`src/rtl/dark_key_stamp_blit_core_macros.svh`:
```
// ----------------------------------------------------------------------------
// dark_key_stamp_blit_core_macros
// assertion macros shared by the stamp blit modules
// ----------------------------------------------------------------------------
`ifndef DARK_KEY_STAMP_BLIT_CORE_MACROS_SVH
`define DARK_KEY_STAMP_BLIT_CORE_MACROS_SVH

// condition holds at every clock edge out of reset
`define DKSB_ASSERT_ALWAYS(label, cond, msg) \
    label: assert property (@(posedge clk) disable iff (!rst_n) (cond)) else $error(msg);

// consequent holds in the same cycle as the antecedent
`define DKSB_ASSERT_IMPLY(label, ante, cons, msg) \
    label: assert property (@(posedge clk) disable iff (!rst_n) (ante) |-> (cons)) \
        else $error(msg);

`endif

```
`src/rtl/dksb_pkg.sv`:
```
// ----------------------------------------------------------------------------
// dksb_pkg
// types, constants and per-axis clip arithmetic for the stamp blit
// ----------------------------------------------------------------------------
package dksb_pkg;

    localparam int DIM_W   = 13;
    localparam int CNT_W   = 12;
    localparam int COORD_W = 14;
    localparam int OFS_W   = 15;
    localparam int POS_W   = 16;
    localparam int IDX_W   = 4;
    localparam int CDATA_W = 13;
    localparam int SUM_W   = 10;

    localparam logic [DIM_W-1:0] MAX_DIM        = 13'd4096;
    localparam logic [SUM_W-1:0] DARK_SUM_LIMIT = 10'd96;

    typedef enum logic [IDX_W-1:0] {
        REG_DEST_WIDTH   = 4'd0,
        REG_DEST_HEIGHT  = 4'd1,
        REG_BRUSH_WIDTH  = 4'd2,
        REG_BRUSH_HEIGHT = 4'd3,
        REG_STAMP_RED    = 4'd4,
        REG_STAMP_GREEN  = 4'd5,
        REG_STAMP_BLUE   = 4'd6,
        REG_STAMP_ALPHA  = 4'd7
    } reg_idx_t;

    typedef struct packed {
        logic [DIM_W-1:0] dest_width;
        logic [DIM_W-1:0] dest_height;
        logic [DIM_W-1:0] brush_width;
        logic [DIM_W-1:0] brush_height;
        logic [7:0]       stamp_red;
        logic [7:0]       stamp_green;
        logic [7:0]       stamp_blue;
        logic [7:0]       stamp_alpha;
    } dksb_cfg_t;

    typedef struct packed {
        logic                    ok;
        logic signed [OFS_W-1:0] ofs;
        logic [DIM_W-1:0]        lim;
    } dksb_axis_t;

    typedef struct packed {
        logic                    hit;
        logic [CNT_W-1:0]        col;
        logic [CNT_W-1:0]        row;
        logic signed [OFS_W-1:0] ofs_x;
        logic signed [OFS_W-1:0] ofs_y;
        logic [DIM_W-1:0]        lim_x;
        logic [DIM_W-1:0]        lim_y;
    } dksb_item_t;

    function automatic logic [DIM_W-1:0] clamp_dim(input logic [DIM_W-1:0] v);
        return (v > MAX_DIM) ? MAX_DIM : v;
    endfunction

    // window test and start offset for one axis in doubled coordinates
    function automatic dksb_axis_t axis_setup(
        input logic signed [COORD_W-1:0] c,
        input logic [DIM_W-1:0]          b,
        input logic [DIM_W-1:0]          d,
        input logic [CNT_W-1:0]          k
    );
        logic signed [16:0] c2;
        logic signed [16:0] bs;
        logic signed [16:0] ds2;
        logic signed [16:0] s;
        logic signed [16:0] e2;
        logic signed [16:0] half;
        logic signed [16:0] neg_s;
        logic signed [16:0] lim;
        dksb_axis_t         r;
        c2    = $signed({{2{c[COORD_W-1]}}, c, 1'b0});
        bs    = $signed({4'b0, b});
        ds2   = $signed({3'b0, d, 1'b0});
        s     = c2 - bs;
        e2    = c2 + bs;
        neg_s = -s;
        half  = s[16] ? -(neg_s >>> 1) : (s >>> 1);
        lim   = (e2 < ds2) ? (e2 >>> 1) : $signed({4'b0, d});
        r.ok  = (-bs < c2) && (c2 < ds2 + bs) && ({1'b0, k} < b);
        r.ofs = half[OFS_W-1:0];
        r.lim = lim[DIM_W-1:0];
        return r;
    endfunction

endpackage

```
`src/rtl/dksb_if.sv`:
```
// ----------------------------------------------------------------------------
// dksb_if
// valid/ready channels of the stamp blit: brush pixels, writes, config
// ----------------------------------------------------------------------------
interface dksb_in_if;
    import dksb_pkg::*;
    logic                      valid;
    logic                      ready;
    logic                      new_stamp;
    logic signed [COORD_W-1:0] center_x;
    logic signed [COORD_W-1:0] center_y;
    logic [7:0]                pixel_red;
    logic [7:0]                pixel_green;
    logic [7:0]                pixel_blue;

    modport source (
        output valid, new_stamp, center_x, center_y, pixel_red, pixel_green, pixel_blue,
        input  ready
    );
    modport sink (
        input  valid, new_stamp, center_x, center_y, pixel_red, pixel_green, pixel_blue,
        output ready
    );
endinterface

interface dksb_out_if;
    import dksb_pkg::*;
    logic             valid;
    logic             ready;
    logic [CNT_W-1:0] write_x;
    logic [CNT_W-1:0] write_y;
    logic [31:0]      write_color;

    modport source (output valid, write_x, write_y, write_color, input ready);
    modport sink (input valid, write_x, write_y, write_color, output ready);
endinterface

interface dksb_cfg_if;
    import dksb_pkg::*;
    logic               valid;
    logic               ready;
    logic [IDX_W-1:0]   index;
    logic [CDATA_W-1:0] data;

    modport source (output valid, index, data, input ready);
    modport sink (input valid, index, data, output ready);
endinterface

```
`src/rtl/dksb_front.sv`:
```
// ----------------------------------------------------------------------------
// dksb_front
// accepts brush pixels, tracks brush column and row, classifies each item
// ----------------------------------------------------------------------------
module dksb_front
    import dksb_pkg::*;
(
    input  logic          clk,
    input  logic          rst_n,
    dksb_in_if.sink       brush,
    input  dksb_cfg_t     cfg,
    input  logic          full,
    output logic          push,
    output dksb_item_t    item
);

    logic [CNT_W-1:0] col_reg, col_next;
    logic [CNT_W-1:0] row_reg, row_next;
    logic [CNT_W-1:0] col, row;
    logic [DIM_W-1:0] bw, bh, dw, dh;
    logic [SUM_W-1:0] sum;
    logic [DIM_W-1:0] col_inc;
    dksb_axis_t       ax, ay;

    assign brush.ready = !full;
    assign push        = brush.valid && !full;

    assign bw = clamp_dim(cfg.brush_width);
    assign bh = clamp_dim(cfg.brush_height);
    assign dw = clamp_dim(cfg.dest_width);
    assign dh = clamp_dim(cfg.dest_height);

    assign col = brush.new_stamp ? '0 : col_reg;
    assign row = brush.new_stamp ? '0 : row_reg;

    assign sum = {2'b0, brush.pixel_red} + {2'b0, brush.pixel_green}
               + {2'b0, brush.pixel_blue};

    assign ax = axis_setup(brush.center_x, bw, dw, col);
    assign ay = axis_setup(brush.center_y, bh, dh, row);

    always_comb
    begin
        item.hit   = (sum < DARK_SUM_LIMIT) && ax.ok && ay.ok;
        item.col   = col;
        item.row   = row;
        item.ofs_x = ax.ofs;
        item.ofs_y = ay.ofs;
        item.lim_x = ax.lim;
        item.lim_y = ay.lim;
    end

    assign col_inc = {1'b0, col} + 13'd1;

    always_comb
    begin
        col_next = col_reg;
        row_next = row_reg;
        if (push)
        begin
            if (col_inc >= bw)
            begin
                col_next = '0;
                row_next = row + 12'd1;
            end
            else
            begin
                col_next = col_inc[CNT_W-1:0];
                row_next = row;
            end
        end
    end

    always_ff @(posedge clk or negedge rst_n)
    begin
        if (!rst_n)
        begin
            col_reg <= '0;
            row_reg <= '0;
        end
        else
        begin
            col_reg <= col_next;
            row_reg <= row_next;
        end
    end

endmodule

```
`src/rtl/dksb_queue.sv`:
```
// ----------------------------------------------------------------------------
// dksb_queue
// two-entry queue between the classifying front and the write back end
// ----------------------------------------------------------------------------
`include "dark_key_stamp_blit_core_macros.svh"

module dksb_queue
    import dksb_pkg::*;
(
    input  logic       clk,
    input  logic       rst_n,
    input  logic       push,
    input  dksb_item_t wr_item,
    output logic       full,
    input  logic       pop,
    output dksb_item_t head,
    output logic       empty
);

    dksb_item_t entries_reg [2];
    logic [1:0] count_reg, count_next;
    logic       wr_ptr_reg, wr_ptr_next;
    logic       rd_ptr_reg, rd_ptr_next;

    assign full  = (count_reg == 2'd2);
    assign empty = (count_reg == 2'd0);
    assign head  = entries_reg[rd_ptr_reg];

    always_comb
    begin
        wr_ptr_next = push ? !wr_ptr_reg : wr_ptr_reg;
        rd_ptr_next = pop ? !rd_ptr_reg : rd_ptr_reg;
        count_next  = count_reg + {1'b0, push} - {1'b0, pop};
    end

    always_ff @(posedge clk or negedge rst_n)
    begin
        if (!rst_n)
        begin
            count_reg  <= '0;
            wr_ptr_reg <= 1'b0;
            rd_ptr_reg <= 1'b0;
        end
        else
        begin
            count_reg  <= count_next;
            wr_ptr_reg <= wr_ptr_next;
            rd_ptr_reg <= rd_ptr_next;
        end
    end

    always_ff @(posedge clk)
    begin
        if (push)
        begin
            entries_reg[wr_ptr_reg] <= wr_item;
        end
    end

    `DKSB_ASSERT_ALWAYS(a_count_bound, count_reg <= 2'd2, "queue count out of range")
    `DKSB_ASSERT_IMPLY(a_no_overflow, push, count_reg != 2'd2, "push into full queue")
    `DKSB_ASSERT_IMPLY(a_no_underflow, pop, count_reg != 2'd0, "pop from empty queue")

endmodule

```
`src/rtl/dksb_back.sv`:
```
// ----------------------------------------------------------------------------
// dksb_back
// places queued items in the destination and registers the pixel writes
// ----------------------------------------------------------------------------
`include "dark_key_stamp_blit_core_macros.svh"

module dksb_back
    import dksb_pkg::*;
(
    input  logic       clk,
    input  logic       rst_n,
    input  dksb_cfg_t  cfg,
    input  logic       empty,
    input  dksb_item_t head,
    output logic       pop,
    dksb_out_if.source dest
);

    logic signed [POS_W-1:0] pos_x, pos_y;
    logic                    place_ok;
    logic                    valid_reg, valid_next;
    logic [CNT_W-1:0]        x_reg, y_reg;
    logic [31:0]             color_reg;

    assign pos_x = $signed({head.ofs_x[OFS_W-1], head.ofs_x})
                 + $signed({4'b0, head.col});
    assign pos_y = $signed({head.ofs_y[OFS_W-1], head.ofs_y})
                 + $signed({4'b0, head.row});

    assign place_ok = head.hit
                    && !pos_x[POS_W-1] && (pos_x[POS_W-2:0] < {2'b0, head.lim_x})
                    && !pos_y[POS_W-1] && (pos_y[POS_W-2:0] < {2'b0, head.lim_y});

    assign pop = !empty && (!valid_reg || dest.ready);

    always_comb
    begin
        valid_next = valid_reg;
        if (dest.ready)
        begin
            valid_next = 1'b0;
        end
        if (pop)
        begin
            valid_next = place_ok;
        end
    end

    always_ff @(posedge clk or negedge rst_n)
    begin
        if (!rst_n)
        begin
            valid_reg <= 1'b0;
        end
        else
        begin
            valid_reg <= valid_next;
        end
    end

    always_ff @(posedge clk)
    begin
        if (pop && place_ok)
        begin
            x_reg     <= pos_x[CNT_W-1:0];
            y_reg     <= pos_y[CNT_W-1:0];
            color_reg <= {cfg.stamp_alpha, cfg.stamp_blue, cfg.stamp_green, cfg.stamp_red};
        end
    end

    assign dest.valid       = valid_reg;
    assign dest.write_x     = x_reg;
    assign dest.write_y     = y_reg;
    assign dest.write_color = color_reg;

    `DKSB_ASSERT_IMPLY(a_x_in_dest, valid_reg,
        ({1'b0, x_reg} < clamp_dim(cfg.dest_width)), "write column outside destination")
    `DKSB_ASSERT_IMPLY(a_y_in_dest, valid_reg,
        ({1'b0, y_reg} < clamp_dim(cfg.dest_height)), "write row outside destination")

endmodule

```
`src/rtl/dark_key_stamp_blit_core.sv`:
```
// an accepted brush pixel is held in a queue entry, then its write sits in the output register on dest
// throughput: one brush pixel per cycle while the queue is not full, with a combinational classify front end
// a two-entry queue lets the front keep accepting while a write waits on dest
// reset: brush column and row to zero, registers to their defaults, queue and
// output empty; no clearing pass
// ----------------------------------------------------------------------------
// dark_key_stamp_blit_core
// color-keyed brush stamp with clipping onto a destination image
// ----------------------------------------------------------------------------
module dark_key_stamp_blit_core
    import dksb_pkg::*;
(
    input  logic       clk,
    input  logic       rst_n,
    dksb_cfg_if.sink   cfg,
    dksb_in_if.sink    brush,
    dksb_out_if.source dest
);

    dksb_cfg_t  cfg_reg, cfg_next;
    dksb_item_t fr_item, q_head;
    logic       q_push, q_pop, q_full, q_empty;

    assign cfg.ready = 1'b1;

    always_comb
    begin
        cfg_next = cfg_reg;
        if (cfg.valid)
        begin
            unique case (cfg.index)
                REG_DEST_WIDTH:   cfg_next.dest_width   = cfg.data;
                REG_DEST_HEIGHT:  cfg_next.dest_height  = cfg.data;
                REG_BRUSH_WIDTH:  cfg_next.brush_width  = cfg.data;
                REG_BRUSH_HEIGHT: cfg_next.brush_height = cfg.data;
                REG_STAMP_RED:    cfg_next.stamp_red    = cfg.data[7:0];
                REG_STAMP_GREEN:  cfg_next.stamp_green  = cfg.data[7:0];
                REG_STAMP_BLUE:   cfg_next.stamp_blue   = cfg.data[7:0];
                REG_STAMP_ALPHA:  cfg_next.stamp_alpha  = cfg.data[7:0];
                default:          cfg_next = cfg_reg;
            endcase
        end
    end

    always_ff @(posedge clk or negedge rst_n)
    begin
        if (!rst_n)
        begin
            cfg_reg.dest_width   <= 13'd256;
            cfg_reg.dest_height  <= 13'd256;
            cfg_reg.brush_width  <= 13'd16;
            cfg_reg.brush_height <= 13'd16;
            cfg_reg.stamp_red    <= 8'd0;
            cfg_reg.stamp_green  <= 8'd0;
            cfg_reg.stamp_blue   <= 8'd0;
            cfg_reg.stamp_alpha  <= 8'd255;
        end
        else
        begin
            cfg_reg <= cfg_next;
        end
    end

    dksb_front u_front (
        .clk   (clk),
        .rst_n (rst_n),
        .brush (brush),
        .cfg   (cfg_reg),
        .full  (q_full),
        .push  (q_push),
        .item  (fr_item)
    );

    dksb_queue u_queue (
        .clk     (clk),
        .rst_n   (rst_n),
        .push    (q_push),
        .wr_item (fr_item),
        .full    (q_full),
        .pop     (q_pop),
        .head    (q_head),
        .empty   (q_empty)
    );

    dksb_back u_back (
        .clk   (clk),
        .rst_n (rst_n),
        .cfg   (cfg_reg),
        .empty (q_empty),
        .head  (q_head),
        .pop   (q_pop),
        .dest  (dest)
    );

endmodule
```
`src/flat_wrapper.sv`:
```
// flat-port wrapper written by rule: the top's interface ports become plain ports
module dark_key_stamp_blit_core_flat import dksb_pkg::*;
  (clk, rst_n, cfg_valid, cfg_index, cfg_data, cfg_ready, brush_valid, brush_new_stamp, brush_center_x, brush_center_y, brush_pixel_red, brush_pixel_green, brush_pixel_blue, brush_ready, dest_valid, dest_write_x, dest_write_y, dest_write_color, dest_ready);
  dksb_cfg_if cfg_i ();
  dksb_in_if brush_i ();
  dksb_out_if dest_i ();
  input  logic clk;
  input  logic rst_n;
  input wire logic [$bits(cfg_i.valid)-1:0] cfg_valid;
  input wire logic [$bits(cfg_i.index)-1:0] cfg_index;
  input wire logic [$bits(cfg_i.data)-1:0] cfg_data;
  output wire logic [$bits(cfg_i.ready)-1:0] cfg_ready;
  input wire logic [$bits(brush_i.valid)-1:0] brush_valid;
  input wire logic [$bits(brush_i.new_stamp)-1:0] brush_new_stamp;
  input wire logic [$bits(brush_i.center_x)-1:0] brush_center_x;
  input wire logic [$bits(brush_i.center_y)-1:0] brush_center_y;
  input wire logic [$bits(brush_i.pixel_red)-1:0] brush_pixel_red;
  input wire logic [$bits(brush_i.pixel_green)-1:0] brush_pixel_green;
  input wire logic [$bits(brush_i.pixel_blue)-1:0] brush_pixel_blue;
  output wire logic [$bits(brush_i.ready)-1:0] brush_ready;
  output wire logic [$bits(dest_i.valid)-1:0] dest_valid;
  output wire logic [$bits(dest_i.write_x)-1:0] dest_write_x;
  output wire logic [$bits(dest_i.write_y)-1:0] dest_write_y;
  output wire logic [$bits(dest_i.write_color)-1:0] dest_write_color;
  input wire logic [$bits(dest_i.ready)-1:0] dest_ready;
  assign cfg_i.valid = cfg_valid;
  assign cfg_i.index = cfg_index;
  assign cfg_i.data = cfg_data;
  assign cfg_ready = cfg_i.ready;
  assign brush_i.valid = brush_valid;
  assign brush_i.new_stamp = brush_new_stamp;
  assign brush_i.center_x = brush_center_x;
  assign brush_i.center_y = brush_center_y;
  assign brush_i.pixel_red = brush_pixel_red;
  assign brush_i.pixel_green = brush_pixel_green;
  assign brush_i.pixel_blue = brush_pixel_blue;
  assign brush_ready = brush_i.ready;
  assign dest_valid = dest_i.valid;
  assign dest_write_x = dest_i.write_x;
  assign dest_write_y = dest_i.write_y;
  assign dest_write_color = dest_i.write_color;
  assign dest_i.ready = dest_ready;
  dark_key_stamp_blit_core u_core (.clk(clk), .rst_n(rst_n), .cfg(cfg_i), .brush(brush_i), .dest(dest_i));
endmodule
```
`config.mk`:
```
export PLATFORM = sky130hd
export DESIGN_NAME = dark_key_stamp_blit_core_flat
export DESIGN_NICKNAME = d
export VERILOG_FILES = /design/src/rtl/dksb_pkg.sv /design/src/rtl/dksb_if.sv /design/src/rtl/dksb_front.sv /design/src/rtl/dksb_queue.sv /design/src/rtl/dksb_back.sv /design/src/rtl/dark_key_stamp_blit_core.sv /design/src/flat_wrapper.sv
export VERILOG_INCLUDE_DIRS = /design/src /design/src/rtl
export SDC_FILE = /design/constraint.sdc
export NUM_CORES = 1
export LEC_CHECK = 0
export BUFFER_PORTS_ARGS = -buffer_cell sky130_fd_sc_hd__buf_4
export CORE_ASPECT_RATIO = 0.7
export CORE_MARGIN = 3
export CORE_UTILIZATION = 57
export CTS_CLUSTER_DIAMETER = 40
export DETAILED_ROUTE_END_ITERATION = 10
export HOLD_SLACK_MARGIN = 0.05
export PLACE_DENSITY_LB_ADDON = 0.15
export SLEW_MARGIN = 20
export SYNTH_ARGS = -nofsm -noshare
export SYNTH_HDL_FRONTEND = slang
export SYNTH_SLANG_ARGS = --single-unit
```
`constraint.sdc`:
```
create_clock -name clk -period 11.5 [get_ports clk]
set_input_delay 2.875 -clock clk [delete_from_list [all_inputs] [get_ports clk]]
set_output_delay 2.875 -clock clk [all_outputs]
set_load 0.02 [all_outputs]
```
Word-level counts from Yosys, hierarchy flattened
Memories as Yosys holds them, arrays and structs flattened.
Index checks and enable logic that the tools add are counted.
- flip-flop bits (word level): 169
- bits in latches: 0
- memory bits (writable): 162
- ROM bits: 0
- input port bits: 75
- output and inout bits: 59
- word-level logic and storage cells: 110
- memories: 1
- $add $sub $neg: 20
- $mul: 0
- divide/modulo/power cells: 0
- order comparisons: 16
- equality and inequality tests: 8
- shift-type cells: 0
- muxes and demuxes: 16
- bitwise logic cells: 0
- reductions and logical operators: 32
- memories (memory ; words ; width ; read ports ; clocked after memory_dff ; wr ports ; RTL line ; text):
    u_core.u_queue.entries_reg ; 2 ; 81 ; 1 ; 0 ; 1 ; dksb_queue.sv:20 ; dksb_item_t entries_reg [2];
- operators with widths (cell ; number):
    $mux W13 ; 6
    $gt A13 B13 Y1 const B ; 4
    $mux W12 ; 4
    $lt A17 B15 Y1 ; 2
    $neg A13 Y17 ; 2
    $add A15 B13 Y16 ; 2
    $add A15 B14 Y16 ; 2
    $lt A15 B16 Y1 ; 2
    $lt A16 B15 Y1 ; 2
    $neg A16 Y16 ; 2
    $sub A15 B14 Y16 ; 2
    $add A14 B13 Y15 ; 2
    $lt A15 B13 Y1 ; 2
    $mux W15 ; 2
    $neg A15 Y15 ; 2
    $lt A12 B13 Y1 ; 2
    $eq A4 B3 Y1 const B ; 4
    $reduce_and A2 Y1 ; 8
    $add A12 B1 Y13 const B ; 1
    $ge A13 B13 Y1 ; 1
    $logic_and A1 B1 Y1 ; 13
    $add A12 B1 Y12 const B ; 1
    $add A9 B8 Y10 ; 1
    $lt A10 B7 Y1 const B ; 1
    12 further kinds ; 22

Logic depth before layout (Yosys ltp)
Gate-level depths: netlist (run 1).
- depth in word-level cells: 8
- gate-level depth with buffers: 28
- gate-level depth less buffers: 28

Modules after synthesis
Synthesis (run 1) repeated with hierarchy kept, for this count alone.
- cells, all modules: 2202
- area, all modules: 24085.6 um2
- by module, submodules not included (module ; instances ; cells each ; area an instance (um2) ; seq. area each (um2)):
    dksb_front ; 1 ; 1419 ; 10618.9 ; 600.6
    dksb_queue ; 1 ; 267 ; 6441.2 ; 4964.8
    dksb_back ; 1 ; 328 ; 3641.0 ; 1706.6
    dark_key_stamp_blit_core ; 1 ; 188 ; 3384.5 ; 2117.0

Worst setup path after synthesis (run 1)
Ideal clock, no wire load.
- kind: register -> register
- start point: register u_core.u_queue.rd_ptr_reg
- end point: register u_core.u_back.color_reg[0] (netlist: u_core.u_back.dest.write_color[0]) (enable)
- setup time: 0.609 ns
- arrival time: 10.083 ns
- data required time: 10.891 ns
- path slack: 0.809 ns
- stages on the path, launching flop included: 22
- buffers on the path: 3
- period minus slack after synthesis: 10.691 ns
- cell sequence: dfrtp_1 -> clkbuf_1 -> clkbuf_1 -> clkbuf_1 -> mux2_2 -> ha_1 -> fa_1 -> a21o_1 -> a21oi_1 -> o21bai_1 -> a21oi_1 -> nor2b_1 -> o21a_1 -> o31a_1 -> o41ai_1 -> xor2_1 -> ha_1 -> a211oi_1 -> nand3_1 -> a21oi_1 -> o31ai_1 -> nor4_1
- cells in the longest elaborated chain, start to end: 8
- elaborated cells between the ends (all ways): 12
- classes of those cells: add/sub: 2; order compare: 2; reduce/logical: 7; memory: 1
- ends and longest elaborated chain (what ; RTL line ; text):
    start, declared ; dksb_queue.sv:23 ; logic rd_ptr_reg, rd_ptr_next;
    start signal, assigned ; dksb_queue.sv:48 ; rd_ptr_reg <= rd_ptr_next;
    $mem_v2 Z2 W81 * ; n/a ;
    parallel branches: the longest is 5 deep, another holds $add A15 B13 Y16 ; n/a ;
    $logic_and A1 B1 Y1 * ; dksb_back.sv:32 ; && !pos_y[POS_W-1] && (pos_y[POS_W-2:0] < {2'b0, head.lim_y});
    $logic_and A1 B1 Y1 * ; dksb_back.sv:63 ; if (pop && place_ok)
    end signal, assigned ; dksb_back.sv:67 ; color_reg <= {cfg.stamp_alpha, cfg.stamp_blue, cfg.stamp_green, cfg.stamp_red};
    end, declared ; dksb_back.sv:23 ; logic [31:0] color_reg;
Mark *: on every way between the ends.
A chain may end at the register's enable or synchronous reset.

==> impl_metrics.py, run 1 <==
metrics = {
    "run": {
        "maxCapViolCount": 0,
    },
    "synth": {
        "ys_types": 98,
        "syn-cell-area_mm2": 0.0229,
        "synth_edf_count": 218,
        "synth-seq-cells": 331,
        "yosysSeqAreaShare_pct": 40.9,
        "ys.warnings.count": 0,
        "syn_area_per_cell_um2": 10.7,
        "synthFlopType": "edfxtp_1",
        "synth-async-reset-ratio_pct": 34.1,
        "syn-num-nets": 2483,
        "syn_inst": 2136,
    },
    "placement": {
        "place_area_mm2": 0.0244,
        "hpwl_um": 46100,
        "port_buffers": 132,
        "routabilityCongestion": 0.898,
    },
    "detailed_routing": {
        "drt_drc_violations_left": 0,
        "vias_per_cell": 6.07,
        "dr.pass1.iters": 6,
        "drt_iter0_drc": 1547,
        "wl_per_cell_um": 21.2,
        "vias": 17100,
        "ant_nets": 0,
        "wl_um": 59800,
    },
    "final_layout": {
        "fillCellCount": 3052,
        "syn_to_final_growth_pct": 12.9,
        "final_nets": 2607,
        "insertedDiodeCount": 0,
        "drive_gt1_share_pct": 18.8,
        "fin_area_mm2": 0.0259,
        "largest_register_ffs": 162,
    },
    "die": {
        "io_pins": 134,
        "core_area_mm2": 0.0390,
        "rows": 60,
        "fp.dieW_um": 246,
        "dieHeight_um": 174,
        "start_util_pct": 58.7,
        "die_area_mm2": 0.0427,
    },
    "clocking": {
        "cts_buffers": 41,
        "clk_path_buf_depth": 3,
        "clk_pin_slew_worst_paths_ns": 0.06,
        "htree_levels": 2,
        "cts_hold_buf": 0,
        "cts_tree": "yes",
        "cts_setup_buffers": 0,
        "ctsResizeCount": 0,
        "cts_num_sinks": 331,
        "clk_latency_ns": 0.56,
        "root_buffer": "clkbuf_16",
    },
    "worst_setup_path": {
        "reg2reg_from": "u_core.u_queue.rd_ptr_reg",
        "endpoint_kind": "flop",
        "slowest_stage": "o41ai_1",
        "required_ns": 11.78,
        "cp-start-kind": "input port",
        "crit_chain": "buf_4, ha_1, fa_1, nand2b_1, a21oi_1, o21ai_0, a21oi_1, o21ai_0, a21oi_1, o31a_1, o41ai_1, xnor2_1, ha_1, o211ai_1, o21ai_0, and2_1, a21oi_1, o31ai_1, buf_4, mux2_2",
        "critPathLaunch": "brush_center_x[0]",
        "worstSetupPathType": "input port to flop",
        "arrival_ns": 7.21,
        "cpPeakStageDelay_ns": 0.73,
        "cp_max_fo": 12,
        "crit_top_cell": "a21oi_1",
    },
    "sta": {
        "rsz0062_at_grt": "false",
        "slew_viol_final": 0,
        "hold_viol": 0,
        "finalSetupTns_ns": 0,
        "finalCriticalPeriod_ns": 6.92,
        "finClkSkew_ns": 0.0191,
        "tightest_slew_ns": 1.02,
        "whs_ns": 0.444,
        "relSlewSlack_pct": 30.2,
        "setup_viol": 0,
        "max_freq_mhz": 144,
        "finalCritPeriodShare_pct": 60.2,
    },
    "global_route": {
        "grt_overflow_total": 0,
        "grt_usage_pct": 27.7,
        "grt_pass1_vias": 16400,
        "antenna_found_initial": 1,
        "grt_pass1_wl_um": 92200,
        "grt_max_degree": 58,
    },
    "outcome": {
        "status": "finished, final reports clean",
    },
    "min_path": {
        "min_from": "u_core.cfg_reg[30]",
        "hold_path_class": "flop to flop",
    },
    "power": {
        "p_leak_nw": 11.1,
        "vdd_ir_drop_max_v": 0.000150,
        "power.density_mw_per_mm2": 250,
    },
}
## per-layer routing
metal	GRT usage, %	routed length, um	up-vias	part of all wire [%]
met4	5.73	1100	0	1.8
met3	6.28	5260	85	8.8
met1	43.2	29000	8335	48
met5	0	0	-	0
met2	39.3	24500	665	41
li1	-	-	8045	-
## report_power, final
part | total (W) | internal (W) | switching (W)
sequential | 0.00187 | 0.00172 | 0.000150
combinational | 0.00326 | 0.00133 | 0.00193
clock | 0.00135 | 0.000800 | 0.000547
total | 0.00648 | 0.00385 | 0.00263
## Yosys cell counts (all sizes together) (12+ instances only)
master  count  share of area [%]
nand4      19               0.52
mux2      158                7.8
buf        20               0.43
nand3b     12               0.39
clkbuf     42               0.69
edfxtp    218                 29
xor2       61                2.4
nor2b      47                1.3
nor3       42               0.98
nor2      115                1.9
nand3      40               0.89
dfstp      12                1.4
inv       135                2.2
fa         15                1.3
mux2i      40                1.7
or3        12               0.33
o21ai      90                2.0
ha        257                 14
a21oi     120                2.7
a211oi     13               0.47
and2       14               0.38
nand2     152                2.5
nor4       16               0.53
dfrtp     101                 11
a21o       49                1.6
o21a       32                1.1
and3       18               0.49
nand2b     33               0.93
xnor2      96                3.8
## cell families (layout without fill, tap and decap cells)
kind of cell | count (synthesis) | count (layout) | synth area share (%)
flops | 331 | 331 | 40.9
fa+ha+maj | 272 | 272 | 15.3
mux | 198 | 198 | 9.51
compound gates | 421 | 421 | 12.2
buf+inv | 200 | 357 | 3.37
simple gates | 556 | 556 | 12.4
xor+xnor | 157 | 157 | 6.21
other cells | 1 | 1 | 0.0164
## layout make-up
| type | instances | area [um2] | area share [%] |
|---|---|---|---|
| Clock buffer | 47 | 1100 | 4.25 |
| Clock inverter | 29 | 357 | 1.38 |
| Inverter | 138 | 518 | 2.00 |
| Multi-Input combinational cell | 1605 | 12800 | 49.4 |
| Sequential cell | 331 | 9390 | 36.3 |
| Tap cell | 527 | 659 | 2.55 |
| Timing Repair Buffer | 143 | 1070 | 4.15 |
## critical path: cells and delay by family
| kind | cells | cell delay, ns |
|---|---|---|
| AO/OA/AOI/OAI | 11 | 2.16 |
| XOR/XNOR | 1 | 0.14 |
| adder cells (fa/ha/maj) | 3 | 0.96 |
| buffers and inverters | 2 | 0.39 |
| multiplexers | 1 | 0.37 |
| AND/OR/NAND/NOR | 2 | 0.30 |
## through the flow
step                      total power (W)  cells  worst slack, ns  util, %
after floorplan                   0.00420   2136            0.809        -
after CTS                         0.00646   2820             4.71     66.3
final                             0.00648   2820             4.58     66.3
after detailed placement          0.00509   2744             4.17     62.6
after global placement            0.00494   2744             4.20     62.6
after global routing              0.00693   2820             4.23     66.3
## cells in the final DEF, fill, tap and decap left out, types with 85 or more instances in the layout
cell      Yosys  layout
ha_1        257     257
edfxtp_1    218     218
mux2_2      158     158
nand2_1     152     152
buf_4         1     143
inv_1       134     134
a21oi_1     117     117
nor2_1      115     114
dfrtp_1     101     100
xnor2_1      92      92
o21ai_0      85      85
## final timing paths
check / endpoint / slack [ns] / cells after the start
hold reg to reg: u_core.u_back.dest.write_color[6] / 0.44 / 0
max in group asynchronous: u_core.u_queue.rd_ptr_reg / 7.77 / 2
hold / removal: u_core.u_back.dest.write_color[6] / 0.44 / 0
min in group asynchronous: u_core.cfg_reg[9] / 2.37 / 1
setup / recovery: u_core.u_queue.entries_reg[1][16] / 4.58 / 20
setup reg to reg: u_core.u_back.dest.write_color[29] / 4.77 / 20
(Power assumes the default switching activity.)
==> run 2: changes to the inputs <==
- CORE_UTILIZATION: 57 -> 60
- clock period: 11.5 -> 6.82 ns (I/O delays scaled with it)
==> run 2 against run 1 <==
  * Register-to-register slack got worse by 4.1 ns
  * Clock-buffer cell count increased by 5
  * Setup slack got worse by 3.9 ns
==> impl_metrics.py, run 2 (synthesis results as in run 1) <==
metrics = {
    "global_route": {
        "grt_overflow_total": 0,
        "grt_usage_pct": 29.5,
        "grt_max_degree": 62,
        "grt_pass1_wl_um": 92900,
        "antenna_found_initial": 2,
        "grt_pass1_vias": 16700,
    },
    "min_path": {
        "hold_path_class": "flop to flop",
        "min_from": "u_core.cfg_reg[25]",
        "whs_path_depth": 0,
    },
    "worst_setup_path": {
        "worst_r2r_endpoint": "u_core.u_queue.entries_reg[1][17]",
        "required_ns": 7.09,
        "rrSetupSlack_ns": 0.70,
        "cp_max_fo": 12,
        "endpoint_kind": "flop",
        "critPathLaunch": "u_core.cfg_reg[50]",
        "worstSetupPathType": "flop to flop",
        "crit_end": "u_core.u_queue.entries_reg[1][17]",
        "reg2reg_from": "u_core.cfg_reg[50]",
        "reg2reg_depth": 27,
        "arrival_ns": 6.40,
        "cp-start-kind": "flop",
    },
    "die": {
        "fp.dieW_um": 240,
        "start_util_pct": 61.3,
        "core_area_mm2": 0.0374,
        "dieHeight_um": 170,
        "io_pins": 134,
        "die_area_mm2": 0.0406,
        "rows": 59,
    },
    "power": {
        "power.total_w": 0.0109,
        "power.density_mw_per_mm2": 421,
        "vdd_ir_drop_max_v": 0.000239,
        "p_leak_nw": 11.1,
    },
    "outcome": {
        "status": "finished, final reports clean",
    },
    "sta": {
        "rsz0062_at_grt": "false",
        "finalCritPeriodShare_pct": 89.8,
        "finClkSkew_ns": 0.0186,
        "finalCriticalPeriod_ns": 6.12,
        "slew_viol_final": 0,
        "hold_viol": 0,
        "relSlewSlack_pct": 32.0,
        "max_freq_mhz": 163,
        "tightest_slew_ns": 1.01,
        "setup_viol": 0,
        "finalSetupTns_ns": 0,
    },
    "clocking": {
        "cts_buffers": 42,
        "clk_latency_ns": 0.55,
        "root_buffer": "clkbuf_16",
        "ctsResizeCount": 0,
        "cts_num_sinks": 331,
        "cts_tree": "yes",
        "cts_setup_buffers": 0,
        "htree_levels": 2,
        "clk_path_buf_depth": 3,
        "clk_pin_slew_worst_paths_ns": 0.06,
        "cts_hold_buf": 0,
    },
    "placement": {
        "hpwl_um": 45400,
        "port_buffers": 132,
        "routabilityCongestion": 0.953,
    },
    "final_layout": {
        "layout_commonest_cell": "ha_1",
        "drive_gt1_share_pct": 18.9,
        "insertedDiodeCount": 0,
        "syn_to_final_growth_pct": 13.0,
        "fillCellCount": 2793,
        "final_nets": 2615,
        "post-route-util_pct": 69.2,
        "largest_register_ffs": 162,
        "layout_common_cells": "ha_1, edfxtp_1, mux2_2",
    },
    "detailed_routing": {
        "ant_nets": 0,
        "wl_per_cell_um": 21.3,
        "drt_iter0_drc": 1594,
        "vias": 17100,
        "wl_um": 59400,
        "drt_drc_violations_left": 0,
        "dr.pass1.iters": 7,
        "vias_per_cell": 6.14,
    },
    "run": {
        "maxCapViolCount": 0,
    },
}
run 2: how the worst min path moves through the flow:
stage	endpoint
final	u_core.u_back.dest.write_color[1]
after CTS	u_core.u_back.dest.write_color[0]
after detailed placement	u_core.u_back.dest.write_color[20]
after floorplan	u_core.u_back.dest.write_color[0]
after global routing	u_core.u_back.dest.write_color[1]
after global placement	u_core.u_back.dest.write_color[7]
run 2: worst max-delay path: stages (launching register included):
cell      delay [ns]
dfrtp_1         0.43
nor4_1          0.38
nor2b_1         0.40
and2_1          0.26
nand2_1         0.10
o21ai_0         0.17
nand2_1         0.33
inv_1           0.19
ha_1            0.20
fa_1            0.22
nand2b_1        0.07
a21oi_1         0.21
o21ai_0         0.11
a21oi_1         0.23
o21ai_0         0.11
a21oi_1         0.21
o31a_1          0.19
nor2_1          0.07
xnor2_1         0.14
ha_1            0.24
a2111o_1        0.34
a31oi_1         0.15
o21ai_0         0.15
and2_1          0.22
a21oi_1         0.12
o31ai_1         0.08
buf_4           0.20
mux2_2          0.31
run 2: metrics by stage:
step	instance area [um2]	std cells	hold WS, ns	worst slack, ns
after floorplan	22900	2136	0.419	0.0118
after global placement	24500	2712	0.426	0.987
after detailed placement	24500	2712	0.430	0.864
after CTS	25900	2789	0.444	0.807
after global routing	25900	2789	0.456	0.182
final	25900	2789	0.442	0.698
run 2: layout make-up:
| cell class | instances | area (um2) | share of cell area (%) |
|---|---|---|---|
| clock buffer | 52 | 1140 | 4.41 |
| clock inverter | 25 | 300 | 1.16 |
| inverter | 138 | 518 | 2.00 |
| multi-input combinational | 1605 | 12800 | 49.4 |
| sequential | 331 | 9390 | 36.3 |
| tap | 488 | 611 | 2.36 |
| timing repair buffer | 150 | 1140 | 4.40 |
run 2: metal layers:
metal | up-vias | share of wire (%) | GRT usage [%]
met3 | 121 | 9.6 | 7.29
met4 | 2 | 2.1 | 6.88
met1 | 8219 | 47 | 44.7
met2 | 714 | 41 | 42.6
li1 | 8059 | - | -
met5 | - | 0.027 | 0
run 2: where the power goes:
part           leakage [nW]  switching, W  internal [W]
logic                  6.99       0.00325       0.00226
registers              3.43      0.000235       0.00289
clock network         0.706      0.000900       0.00137
total                  11.1       0.00438       0.00653
